**src/hw/rtl/nlt_pkg.sv**
```systemverilog
// ----------------------------------------------------------------------------
// nlt_pkg
// Shared types and constants of the neighbor liveness table.
// ----------------------------------------------------------------------------
package nlt_pkg;

    localparam int TABLE_DEPTH = 32;
    localparam int IDX_W       = (TABLE_DEPTH > 1) ? $clog2(TABLE_DEPTH) : 1;
    localparam int CNT_W       = $clog2(TABLE_DEPTH + 1);

    localparam int ADDR_W      = 32;
    localparam int SEQ_W       = 16;
    localparam int TICK_W      = 32;
    localparam int TMO_W       = 16;
    localparam int COUNT_FW    = 6;

    localparam int QDEPTH      = 2;
    localparam int QPTR_W      = (QDEPTH > 1) ? $clog2(QDEPTH) : 1;
    localparam int QCNT_W      = $clog2(QDEPTH + 1);

    localparam int CFG_IDX_W   = 1;
    localparam int CFG_DATA_W  = 32;
    localparam logic [CFG_IDX_W-1:0] CFG_OWN_ADDRESS = 1'b0;
    localparam logic [CFG_IDX_W-1:0] CFG_TIMEOUT     = 1'b1;

    localparam logic OP_HELLO = 1'b0;
    localparam logic OP_TICK  = 1'b1;

    localparam logic [TMO_W-1:0] TIMEOUT_RESET = 16'd10;

    typedef enum logic [2:0] {
        ST_REFRESHED = 3'd0,
        ST_INSERTED  = 3'd1,
        ST_FULL      = 3'd2,
        ST_SELF      = 3'd3,
        ST_TICK      = 3'd4
    } t_status;

    typedef enum logic [1:0] {
        K_HELLO = 2'd0,
        K_TICK  = 2'd1,
        K_SELF  = 2'd2
    } t_kind;

    typedef struct packed {
        logic              operation;
        logic [ADDR_W-1:0] sender_address;
        logic [SEQ_W-1:0]  sequence_number;
    } t_in_item;

    typedef struct packed {
        t_status             status;
        logic [COUNT_FW-1:0] table_size;
        logic [COUNT_FW-1:0] removed_count;
    } t_out_item;

    typedef struct packed {
        t_kind             kind;
        logic [ADDR_W-1:0] addr;
        logic [SEQ_W-1:0]  seq;
    } t_cmd;

    typedef struct packed {
        logic [ADDR_W-1:0] addr;
        logic [SEQ_W-1:0]  seq;
        logic [TICK_W-1:0] heard;
    } t_entry;

endpackage

```
**src/hw/rtl/nlt_front.sv**
```systemverilog
// ----------------------------------------------------------------------------
// nlt_front
// Request intake: decodes the operation and flags hellos from this node.
// ----------------------------------------------------------------------------
module nlt_front (
    input  logic                  start,
    output logic                  busy,
    input  nlt_pkg::t_in_item     i_item,
    input  logic [31:0]           i_own_address,
    input  logic                  i_q_full,
    output logic                  o_push,
    output nlt_pkg::t_cmd         o_cmd
);
    import nlt_pkg::*;

    t_kind kind;

    always_comb begin
        if (i_item.operation == OP_TICK) begin
            kind = K_TICK;
        end else if (i_item.sender_address == i_own_address) begin
            kind = K_SELF;
        end else begin
            kind = K_HELLO;
        end
    end

    assign busy       = i_q_full;
    assign o_push     = start && !i_q_full;
    assign o_cmd.kind = kind;
    assign o_cmd.addr = i_item.sender_address;
    assign o_cmd.seq  = i_item.sequence_number;

endmodule

```
**src/hw/rtl/nlt_fifo.sv**
```systemverilog
// ----------------------------------------------------------------------------
// nlt_fifo
// Short command queue between request intake and the table engine.
// ----------------------------------------------------------------------------
module nlt_fifo (
    input  logic           i_clk,
    input  logic           i_rst_n,
    input  logic           i_push,
    input  nlt_pkg::t_cmd  i_data,
    input  logic           i_pop,
    output nlt_pkg::t_cmd  o_data,
    output logic           o_full,
    output logic           o_empty
);
    import nlt_pkg::*;

    t_cmd              r_slot [QDEPTH];
    logic [QPTR_W-1:0] r_wr_ptr;
    logic [QPTR_W-1:0] r_rd_ptr;
    logic [QCNT_W-1:0] r_fill;

    function automatic logic [QPTR_W-1:0] ptr_inc(input logic [QPTR_W-1:0] p);
        if (p == QPTR_W'(QDEPTH - 1)) begin
            return '0;
        end
        return p + 1'b1;
    endfunction

    always_ff @(posedge i_clk) begin
        if (!i_rst_n) begin
            r_wr_ptr <= '0;
            r_rd_ptr <= '0;
            r_fill   <= '0;
        end else begin
            if (i_push) begin
                r_wr_ptr <= ptr_inc(r_wr_ptr);
            end
            if (i_pop) begin
                r_rd_ptr <= ptr_inc(r_rd_ptr);
            end
            if (i_push && !i_pop) begin
                r_fill <= r_fill + 1'b1;
            end else if (i_pop && !i_push) begin
                r_fill <= r_fill - 1'b1;
            end
        end
    end

    always_ff @(posedge i_clk) begin
        if (i_push) begin
            r_slot[r_wr_ptr] <= i_data;
        end
    end

    assign o_data  = r_slot[r_rd_ptr];
    assign o_full  = (r_fill == QCNT_W'(QDEPTH));
    assign o_empty = (r_fill == '0);

`ifndef SYNTHESIS
    a_no_overflow: assert property (@(posedge i_clk) disable iff (!i_rst_n)
        i_push |-> !o_full)
        else $error("command queue pushed while full");
    a_no_underflow: assert property (@(posedge i_clk) disable iff (!i_rst_n)
        i_pop |-> !o_empty)
        else $error("command queue popped while empty");
`endif

endmodule

```
**src/hw/rtl/nlt_back.sv**
```systemverilog
// ----------------------------------------------------------------------------
// nlt_back
// Table engine: walks the neighbor table for hellos and timeout sweeps.
// ----------------------------------------------------------------------------
module nlt_back (
    input  logic                 i_clk,
    input  logic                 i_rst_n,
    input  logic [15:0]          i_timeout_ticks,
    input  nlt_pkg::t_cmd        i_cmd,
    input  logic                 i_q_empty,
    output logic                 o_pop,
    output logic                 o_done,
    output nlt_pkg::t_out_item   o_result
);
    import nlt_pkg::*;

    typedef enum logic [2:0] {
        S_IDLE,
        S_DISP,
        S_HSRCH,
        S_TRD,
        S_TCHK,
        S_TCP,
        S_TNEXT
    } t_state;

    t_state            r_state, n_state;
    t_cmd              r_cmd, n_cmd;
    logic [CNT_W-1:0]  r_count, n_count;
    logic [TICK_W-1:0] r_tick, n_tick;
    logic [IDX_W-1:0]  r_idx, n_idx;
    logic              r_pend, n_pend;
    logic [IDX_W-1:0]  r_pidx, n_pidx;
    logic [CNT_W-1:0]  r_removed, n_removed;
    logic              r_done, n_done;
    t_out_item         r_res, n_res;

    t_entry            r_mem [TABLE_DEPTH];
    t_entry            r_rdata;
    logic              rd_en;
    logic [IDX_W-1:0]  rd_idx;
    logic              wr_en;
    logic [IDX_W-1:0]  wr_idx;
    t_entry            wr_data;

    logic [IDX_W-1:0]  last_idx;
    logic [TICK_W-1:0] age;
    logic              expired;

    assign last_idx = IDX_W'(r_count - 1'b1);
    assign age      = r_tick - r_rdata.heard;
    assign expired  = age > TICK_W'(i_timeout_ticks);

    always_ff @(posedge i_clk) begin
        if (rd_en) begin
            r_rdata <= r_mem[rd_idx];
        end
        if (wr_en) begin
            r_mem[wr_idx] <= wr_data;
        end
    end

    always_comb begin
        n_state   = r_state;
        n_cmd     = r_cmd;
        n_count   = r_count;
        n_tick    = r_tick;
        n_idx     = r_idx;
        n_pend    = r_pend;
        n_pidx    = r_pidx;
        n_removed = r_removed;
        n_done    = 1'b0;
        n_res     = r_res;
        o_pop     = 1'b0;
        rd_en     = 1'b0;
        rd_idx    = r_idx;
        wr_en     = 1'b0;
        wr_idx    = r_idx;
        wr_data   = r_rdata;

        unique case (r_state)
            S_IDLE: begin
                if (!i_q_empty) begin
                    o_pop   = 1'b1;
                    n_cmd   = i_cmd;
                    n_state = S_DISP;
                end
            end
            S_DISP: begin
                n_removed = '0;
                n_pend    = 1'b0;
                unique case (r_cmd.kind)
                    K_SELF: begin
                        n_done         = 1'b1;
                        n_res.status   = ST_SELF;
                        n_state        = S_IDLE;
                    end
                    K_TICK: begin
                        n_tick = r_tick + 1'b1;
                        if (r_count == '0) begin
                            n_done       = 1'b1;
                            n_res.status = ST_TICK;
                            n_state      = S_IDLE;
                        end else begin
                            n_idx   = last_idx;
                            n_state = S_TRD;
                        end
                    end
                    K_HELLO: begin
                        if (r_count == '0) begin
                            // empty table: append at slot zero
                            wr_en        = 1'b1;
                            wr_idx       = '0;
                            wr_data      = '{addr: r_cmd.addr, seq: r_cmd.seq, heard: r_tick};
                            n_count      = r_count + 1'b1;
                            n_done       = 1'b1;
                            n_res.status = ST_INSERTED;
                            n_state      = S_IDLE;
                        end else begin
                            n_idx   = '0;
                            n_state = S_HSRCH;
                        end
                    end
                    default: begin
                        n_state = S_IDLE;
                    end
                endcase
            end
            S_HSRCH: begin
                // read one entry a cycle, compare the one read the cycle before
                if (r_pend && (r_rdata.addr == r_cmd.addr)) begin
                    wr_en        = 1'b1;
                    wr_idx       = r_pidx;
                    wr_data      = '{addr: r_cmd.addr, seq: r_cmd.seq, heard: r_tick};
                    n_done       = 1'b1;
                    n_res.status = ST_REFRESHED;
                    n_state      = S_IDLE;
                end else if (r_pend && (r_pidx == last_idx)) begin
                    n_done  = 1'b1;
                    n_state = S_IDLE;
                    if (r_count < CNT_W'(TABLE_DEPTH)) begin
                        wr_en        = 1'b1;
                        wr_idx       = IDX_W'(r_count);
                        wr_data      = '{addr: r_cmd.addr, seq: r_cmd.seq, heard: r_tick};
                        n_count      = r_count + 1'b1;
                        n_res.status = ST_INSERTED;
                    end else begin
                        n_res.status = ST_FULL;
                    end
                end else begin
                    rd_en  = 1'b1;
                    rd_idx = r_idx;
                    n_pend = 1'b1;
                    n_pidx = r_idx;
                    n_idx  = r_idx + 1'b1;
                end
            end
            S_TRD: begin
                rd_en   = 1'b1;
                rd_idx  = r_idx;
                n_state = S_TCHK;
            end
            S_TCHK: begin
                if (expired) begin
                    n_removed = r_removed + 1'b1;
                    if (r_idx == last_idx) begin
                        n_count = r_count - 1'b1;
                        n_state = S_TNEXT;
                    end else begin
                        // fetch the last entry to fill the hole
                        rd_en   = 1'b1;
                        rd_idx  = last_idx;
                        n_state = S_TCP;
                    end
                end else begin
                    n_state = S_TNEXT;
                end
            end
            S_TCP: begin
                wr_en   = 1'b1;
                wr_idx  = r_idx;
                wr_data = r_rdata;
                n_count = r_count - 1'b1;
                n_state = S_TNEXT;
            end
            S_TNEXT: begin
                if (r_idx == '0) begin
                    n_done       = 1'b1;
                    n_res.status = ST_TICK;
                    n_state      = S_IDLE;
                end else begin
                    n_idx   = r_idx - 1'b1;
                    n_state = S_TRD;
                end
            end
            default: begin
                n_state = S_IDLE;
            end
        endcase

        n_res.table_size    = COUNT_FW'(n_count);
        n_res.removed_count = COUNT_FW'(n_removed);
    end

    always_ff @(posedge i_clk) begin
        if (!i_rst_n) begin
            r_state   <= S_IDLE;
            r_count   <= '0;
            r_tick    <= '0;
            r_idx     <= '0;
            r_pend    <= 1'b0;
            r_pidx    <= '0;
            r_removed <= '0;
            r_done    <= 1'b0;
        end else begin
            r_state   <= n_state;
            r_count   <= n_count;
            r_tick    <= n_tick;
            r_idx     <= n_idx;
            r_pend    <= n_pend;
            r_pidx    <= n_pidx;
            r_removed <= n_removed;
            r_done    <= n_done;
        end
        r_cmd <= n_cmd;
        r_res <= n_res;
    end

    assign o_done   = r_done;
    assign o_result = r_res;

`ifndef SYNTHESIS
    a_count_bound: assert property (@(posedge i_clk) disable iff (!i_rst_n)
        r_count <= CNT_W'(TABLE_DEPTH))
        else $error("neighbor count above table depth");
    a_done_pulse: assert property (@(posedge i_clk) disable iff (!i_rst_n)
        o_done |=> !o_done)
        else $error("result strobe held for two cycles");
    a_insert_nonempty: assert property (@(posedge i_clk) disable iff (!i_rst_n)
        (o_done && (o_result.status == ST_INSERTED)) |-> (o_result.table_size != '0))
        else $error("insert reported with empty table");
    a_copy_shrinks: assert property (@(posedge i_clk) disable iff (!i_rst_n)
        (r_state == S_TCP) |=> (r_count == $past(r_count) - 1'b1))
        else $error("swap removal did not shrink the table");
`endif

endmodule

```
**src/hw/rtl/neighbor_liveness_table_unit.sv**
```systemverilog
// ----------------------------------------------------------------------------
// neighbor_liveness_table_unit
// Hello/keepalive neighbor table with a tick clock and timeout sweep.
// ----------------------------------------------------------------------------
// A request passes the queue and the engine's idle and dispatch states; a self
// hello or any request on an empty table ends there, a hello searches the
// table entry by entry and a tick sweeps it from the last entry down. The
// engine works one request at a time; a two-deep queue takes requests
// meanwhile. Results are one-cycle strobes on o_done and cannot be held off.
// Reset clears count, tick clock, queue and state registers; table is not cleared.
module neighbor_liveness_table_unit (
    input  logic                   i_clk,
    input  logic                   i_rst_n,
    input  logic                   start,
    output logic                   busy,
    input  nlt_pkg::t_in_item      i_cmd,
    output logic                   o_done,
    output nlt_pkg::t_out_item     o_result,
    input  logic                   i_cfg_we,
    input  logic [0:0]             i_cfg_index,
    input  logic [31:0]            i_cfg_data
);
    import nlt_pkg::*;

    logic [ADDR_W-1:0] r_own_address;
    logic [TMO_W-1:0]  r_timeout_ticks;

    logic q_push;
    logic q_pop;
    logic q_full;
    logic q_empty;
    t_cmd q_in;
    t_cmd q_out;

    always_ff @(posedge i_clk) begin
        if (!i_rst_n) begin
            r_own_address   <= '0;
            r_timeout_ticks <= TIMEOUT_RESET;
        end else if (i_cfg_we) begin
            unique case (i_cfg_index)
                CFG_OWN_ADDRESS: r_own_address   <= i_cfg_data;
                CFG_TIMEOUT:     r_timeout_ticks <= i_cfg_data[TMO_W-1:0];
                default: begin
                end
            endcase
        end
    end

    nlt_front u_front (
        .start         (start),
        .busy          (busy),
        .i_item        (i_cmd),
        .i_own_address (r_own_address),
        .i_q_full      (q_full),
        .o_push        (q_push),
        .o_cmd         (q_in)
    );

    nlt_fifo u_fifo (
        .i_clk   (i_clk),
        .i_rst_n (i_rst_n),
        .i_push  (q_push),
        .i_data  (q_in),
        .i_pop   (q_pop),
        .o_data  (q_out),
        .o_full  (q_full),
        .o_empty (q_empty)
    );

    nlt_back u_back (
        .i_clk           (i_clk),
        .i_rst_n         (i_rst_n),
        .i_timeout_ticks (r_timeout_ticks),
        .i_cmd           (q_out),
        .i_q_empty       (q_empty),
        .o_pop           (q_pop),
        .o_done          (o_done),
        .o_result        (o_result)
    );

endmodule
```
**config.mk**
```make
export PLATFORM = sky130hd
export DESIGN_NAME = neighbor_liveness_table_unit
export DESIGN_NICKNAME = d
export VERILOG_FILES = /design/src/hw/rtl/nlt_pkg.sv /design/src/hw/rtl/nlt_front.sv /design/src/hw/rtl/nlt_fifo.sv /design/src/hw/rtl/nlt_back.sv /design/src/hw/rtl/neighbor_liveness_table_unit.sv
export SDC_FILE = /design/constraint.sdc
export NUM_CORES = 2
export LEC_CHECK = 0
export BUFFER_PORTS_ARGS = -buffer_cell sky130_fd_sc_hd__buf_2
export CELL_PAD_IN_SITES_DETAIL_PLACEMENT = 0
export CELL_PAD_IN_SITES_GLOBAL_PLACEMENT = 2
export CORE_MARGIN = 3
export CORE_UTILIZATION = 42
export DETAILED_ROUTE_END_ITERATION = 6
export PLACE_DENSITY_LB_ADDON = 0.25
export SYNTH_ARGS = -nofsm -noshare
export SYNTH_HDL_FRONTEND = slang
export SYNTH_HIERARCHICAL = 1
export SYNTH_SLANG_ARGS = --single-unit
export TNS_END_PERCENT = 20
```
**constraint.sdc**
```tcl
create_clock -name i_clk -period 7.2 [get_ports i_clk]
set_input_delay 0.72 -clock i_clk [delete_from_list [all_inputs] [get_ports i_clk]]
set_output_delay 0.72 -clock i_clk [all_outputs]
set_load 0.01 [all_outputs]
```
; Word-level counts from Yosys, hierarchy flattened
; Memories as Yosys holds them, arrays and structs flattened. A register that Yosys moved wholly into a read port is not among the register bits.
; Cells that the tools add are included.
[totals]
reg_bits = 126
mem_bits_rw = 2660
output_inout_bits = 17
n_memories = 2
[memory_table]
columns = name, words, word_bits, rd, rd_ports_with_merged_regs, write_ports, line
row1 = u_back.r_mem, 32, 80, 1, 1, 1, nlt_back.sv:38  ; t_entry r_mem [TABLE_DEPTH];
row2 = u_fifo.r_slot, 2, 50, 1, 1, 1, nlt_fifo.sv:17  ; t_cmd r_slot [QDEPTH];
[classes]
n_addsub = 11
n_lt_le_gt_ge = 2
eq_ne = 25
mux = 89
bitwise = 4
n_reduce_logical = 26
[op_table]
columns = cell, n
row1 = 80-bit two-way mux, 5
row2 = 80-bit case mux with 2 select lines, 1
row3 = 5-bit two-way mux, 13
row4 = 32-bit equality test, 2
row5 = 6-bit two-way mux, 8
row6 = "32-bit by 1-bit adder with 32-bit output, second input constant", 1
row7 = 32-bit by 16-bit greater-than comparator with 1-bit output, 1
row8 = 32-bit subtractor, 1
row9 = 1-bit two-way mux, 30
row10 = 3-bit two-way mux, 8
row11 = 6-bit case mux with 4 select lines, 1
row12 = 3-bit case mux with 7 select lines, 1
row13 = 2-bit two-way mux, 10
row14 = 5-bit case mux with 2 select lines, 2
row15 = 3-bit case mux with 3 select lines, 2
row16 = 5-bit case mux with 3 select lines, 1
row17 = "6-bit by 1-bit adder with 6-bit output, second input constant", 2
row18 = 6-bit case mux with 2 select lines, 1
row19 = 5-bit equality test, 2
row20 = 2-bit AND reduction, 5
row21 = "3-bit equality test, second input constant", 3
row22 = "3-bit by 2-bit != test with 1-bit output, second input constant", 3
row23 = 1-bit case mux with 3 select lines, 3
row24 = "2-bit != test, second input constant", 4
row25 = 30 further kinds, 47

; Longest topological paths before layout
[logic_depth]
word_depth = 8
mapped_depth = 30
mapped_depth_nobuf = 26

; Hierarchy
; Netlist, hierarchy kept.
[by_module_without_submodules]
columns = mod, instances, cells_per_inst, area_per_inst_um2, seq_area_each_um2
row1 = nlt_back, 1, 6037, 90344.1, 65953.3
row2 = nlt_fifo, 1, 178, 3814.9, 3103.0
row3 = neighbor_liveness_table_unit, 1, 195, 1903.1, 960.9
row4 = nlt_front, 1, 95, 738.2, 0.0

; Worst setup path before layout
; No wires, ideal clock.
[synth_path]
path_kind = register to register
from = register u_back.r_count[0]
to = memory u_back/r_mem[10][0] (netlist name), enable pin
setup_ns = 0.486
t_arrival_ns = 6.521
slack_ns = 0.193
path_stages_with_launch = 17
n_path_buf = 5
path_cell_list = dfxtp_1 -> clkbuf_1 -> inv_1 -> ha_1 -> clkbuf_1 -> xnor2_1 -> xnor2_1 -> or4_1 -> clkbuf_1 -> o21ai_1 -> a21o_1 -> clkbuf_1 -> nor2_1 -> a21oi_1 -> or3b_2 -> clkbuf_1 -> nor2_1
[synth_between]
elab_chain_cells = 8
word_cells_on_any_way = 19
[synth_lines]
columns = item, line
row1 = from (decl), nlt_back.sv:29  ; logic [CNT_W-1:0] r_count, n_count;
row2 = from (signal assigned), nlt_back.sv:217  ; r_count <= n_count;
row3 = 6-bit by 1-bit subtractor with 6-bit output, n/a
row4 = 5-bit equality test, nlt_back.sv:138  ; end else if (r_pend && (r_pidx == last_idx)) begin
row5 = 1-bit logical AND, nlt_back.sv:138
row6 = 1-bit two-way mux, nlt_back.sv:138
row7 = 1-bit two-way mux, nlt_back.sv:131  ; if (r_pend && (r_rdata.addr == r_cmd.addr)) begin
row8 = 1-bit case mux with 3 select lines, nlt_back.sv:81  ; unique case (r_state)
row9 = 1-bit two-way mux, nlt_back.sv:58  ; if (wr_en) begin
row10 = 1-bit two-way mux (not written as such), nlt_back.sv:59  ; r_mem[wr_idx] <= wr_data;
row11 = to (decl), nlt_back.sv:38
; Several ways; a longest one is shown, not always the timed one.

; Final worst setup path
[layout_path]
from = register, netlist name u_back/r_rdata[9]
to = register, netlist name u_back/r_rdata[7]
[layout_between]
elab_chain_cells = 4
word_cells_on_any_way = 6
[layout_lines]
columns = item, line
row1 = 32-bit subtractor *, nlt_back.sv:51  ; assign age = r_tick - r_rdata.heard;
row2 = 32-bit by 16-bit greater-than comparator with 1-bit output *, nlt_back.sv:52  ; assign expired = age > TICK_W'(i_timeout_ticks);
row3 = 1-bit two-way mux / 5-bit two-way mux (equally long branches), nlt_back.sv:164  ; if (expired) begin
row4 = 1-bit case mux with 3 select lines / 5-bit two-way mux (equally long branches), n/a
; Every way passes the cells marked *; elsewhere a longest branch is shown, timed or not.
; A chain may end at the register's enable or synchronous reset.

==> out/summary.log <==
[drt] Final Routed Wirelength 316000 microns
[sta] final-report setup violation count 0
[grt] antenna violations before repair 8
[finish] final instance area 113000 sq um
[drt] post-detailed-route DRC marker count 0
[drt] count of TritonRoute iterations in the first routing pass 5
[status] run status finished, final reports clean
[drt] remaining antenna violation count 0
[clock_network] CTS H-tree depth 4
[floorplan] starting density of the core 42.4%
[floorplan] Site Rows 174
[sta] Setup Skew 0.0436 ns
[synthesis] Syn Inst Count 6441
[place] placement-stage cell area 104000 sq um
[finish] fin util 49.9%
[drt] routed vias/inst 5.91
[worst_setup_path] data required time at the worst endpoint 7.79 ns
[pwr] power density relative to cell area 358 nW/um^2
[worst_setup_path] Crit. End Element register
[grt] via count of the first global-routing pass 56.8k
[pwr] worst voltage drop across the vdd grid 249 uV
[grt] largest net degree at the start of global routing 95
[worst_setup_path] kind of launch point of the worst setup path register
[place] HPWL reported at the end of detailed placement 190000 microns
[clock_network] CTS Root Cell clkbuf_16
[sta] final-report max-slew violation count 0
[worst_setup_path] Reg2Reg Depth 34
[worst_setup_path] slowest stage cell, crit path edfxtp_1
[clock_network] clock network latency to the later pin of the worst-skew pair 0.89 ns
[clock_network] buffer depth of the longest clock path 3
[finish] non-filler cells, final 10.1k
[drt] overall via count from detail_route 59.6k
[finish] layout overhead on the synthesized area 17.8%
[clock_network] sink count of the clock tree 2341
[sta] slew of the pin with the lowest slew margin 1.32 ns
[place] final weighted congestion of routability-driven global placement 0.858
[finish] fraction of final layout cells sized beyond drive strength 1 18.1%
[worst_setup_path] delay of the slowest cell on the worst path 0.36 ns
[grt] global-route wire length before repair 436000 microns
[floorplan] height of the die 483 microns
[place] placed insts 9608
[clock_network] CTS tree yes
[grt] Total Routing Usage GR 26.4%
[flow_run] max capacitance violation total 0
[clock_network] TritonCTS buffer count 238
[synthesis] per-instance average area after synthesis 14.8 sq um
[sta] final worst path period share 95.1%
[synthesis] post-synth net total 6588
[floorplan] Core Area 226000 sq um
[pwr] overall power after layout 0.0403 W
[worst_setup_path] biggest fanout along the worst timing path 16
[pwr] leakage power total 39.1 nW
[finish] count of nets after finishing 7025
[worst_setup_path] WS Path Type reg2reg
[worst_setup_path] data arrival time of the worst path 7.44 ns
[drt] detailed router's first-iteration violation count 7312
[clock_network] clock-pin slew on the worst setup and hold paths 0.06 ns
[sta] top achievable clock speed 146 MHz
[floorplan] IO Count 103
[hold_path] worst hold path class in2reg
[grt] global route total overflow 0
[floorplan] Die Area 233000 sq um
[place] Port Buf Inserts 86
[floorplan] chip width 483 microns
[worst_setup_path] critical path's most frequent cell buf_4
[synthesis] YS warnings 6
[hold_path] hold-critical path depth 1
[sta] hold violation total from the final report 0
[drt] average wire per cell in the routed design 31.4 microns
[synthesis] Netlist Area Pre-Place 95500 sq um
[sta] Min Clock Period, post-route 6.85 ns
[sta] slew margin rel. 12.0%
==> cell type report <==
| class | instances | area (sq um) |
|---|---|---|
| Sequential cell | 2341 | 69100 |
| Fill cell | 18900 | 113000 |
| Antenna cell | 3 | 7.51 |
| Multi-Input combinational cell | 3596 | 24600 |
| Clock inverter | 150 | 1370 |
| Timing Repair Buffer | 611 | 7160 |
| Inverter | 90 | 338 |
| Tap cell | 2992 | 3740 |
| Clock buffer | 293 | 6300 |
==> report_power, final <==
| part | internal [W] | switching [W] |
|---|---|---|
| Clock | 0.00697 | 0.00524 |
| Combinational | 0.00404 | 0.00711 |
| Sequential | 0.0163 | 0.000565 |
==> state kept, by name (all words and copies together) (netlist names), 2 cells and up, named ones only <==
signal            count
u_back/r_idx          5
u_back/o_result      15
u_back/r_removed      6
u_back/r_cmd         34
u_back/r_rdata       64
u_fifo/r_fill         2
u_back/r_count        6
u_fifo/r_slot        68
u_back/r_pidx         5
u_back/r_state        3
r_timeout_ticks      16
r_own_address        32
u_back/r_mem       2048
u_back/r_tick        32
==> cells in the final DEF, fill, tap and decap left out, types with 41 or more instances in the layout <==
cell       count
nand3_1      167
nor4_1        85
a21oi_1      310
a32oi_1       60
dfxtp_1      123
nand2_1      982
clkinv_2      41
o22ai_1      115
o2bb2ai_1     73
buf_12       187
xnor2_1       64
a211oi_1      50
a21boi_0      52
clkbuf_1      46
o21ai_0       92
nor2_1        63
nor3_1        59
xor2_1        67
mux2i_1      453
buf_2         85
ha_1          58
clkinv_1      66
inv_1         87
a311oi_1      50
nor2_4        42
a22oi_1       68
buf_4        307
a22o_1        48
mux2_2       155
clkbuf_16    254
edfxtp_1    2217
and2_1        53
==> stage by stage <==
stage                     hold WS (ns)  worst slack (ns)  TNS (ns)
after floorplan                  0.431             0.193         0
after global placement           0.450            -0.295     -1.82
after detailed placement         0.452            -0.331    -0.915
after CTS                      0.00357            0.0199         0
after global routing            0.0301           -0.0123   -0.0423
final                           0.0705             0.350         0
==> worst max-delay path, delay by kind of cell, from the launching register on <==
kind | cells | cell delay [ns]
compound gates | 12 | 2.41
buf+inv | 10 | 1.65
simple gates | 8 | 1.01
fa+ha+maj | 2 | 0.58
flops | 1 | 0.36
mux | 1 | 0.33
xor+xnor | 1 | 0.17
==> final timing paths <==
kind	to	slack, ns	from
setup / recovery	u_back/r_rdata[7]	0.35	u_back/r_rdata[9]
hold / removal	u_fifo/r_slot[0][31]	0.07	i_cmd[31]
setup reg to reg	u_back/r_rdata[7]	0.35	u_back/r_rdata[9]
hold reg to reg	r_timeout_ticks[9]	0.46	r_timeout_ticks[9]
==> metal layers <==
layer  vias to the layer above  track usage, %  wire length, microns
met4                         4            6.86                  8360
met1                     30900            37.6                133000
met5                         -               0                    27
li1                      25600               -                     -
met3                       432            4.44                 26200
met2                      2569            42.2                148000
==> timing repair <==
| action | 4_1_cts | 5_1_grt |
|---|---|---|
| endpoints found under the setup margin | 15 | 64 |
| hold endpoints to repair | 2 | 0 |
| resized for setup | 16 | 53 |
| buffers inserted | 0 | 9 |
| pin swaps | 0 | 19 |
| hold buffers | 1 | 0 |
| cloned | 0 | 12 |
No activity file was read; power rests on OpenSTA's default activity.
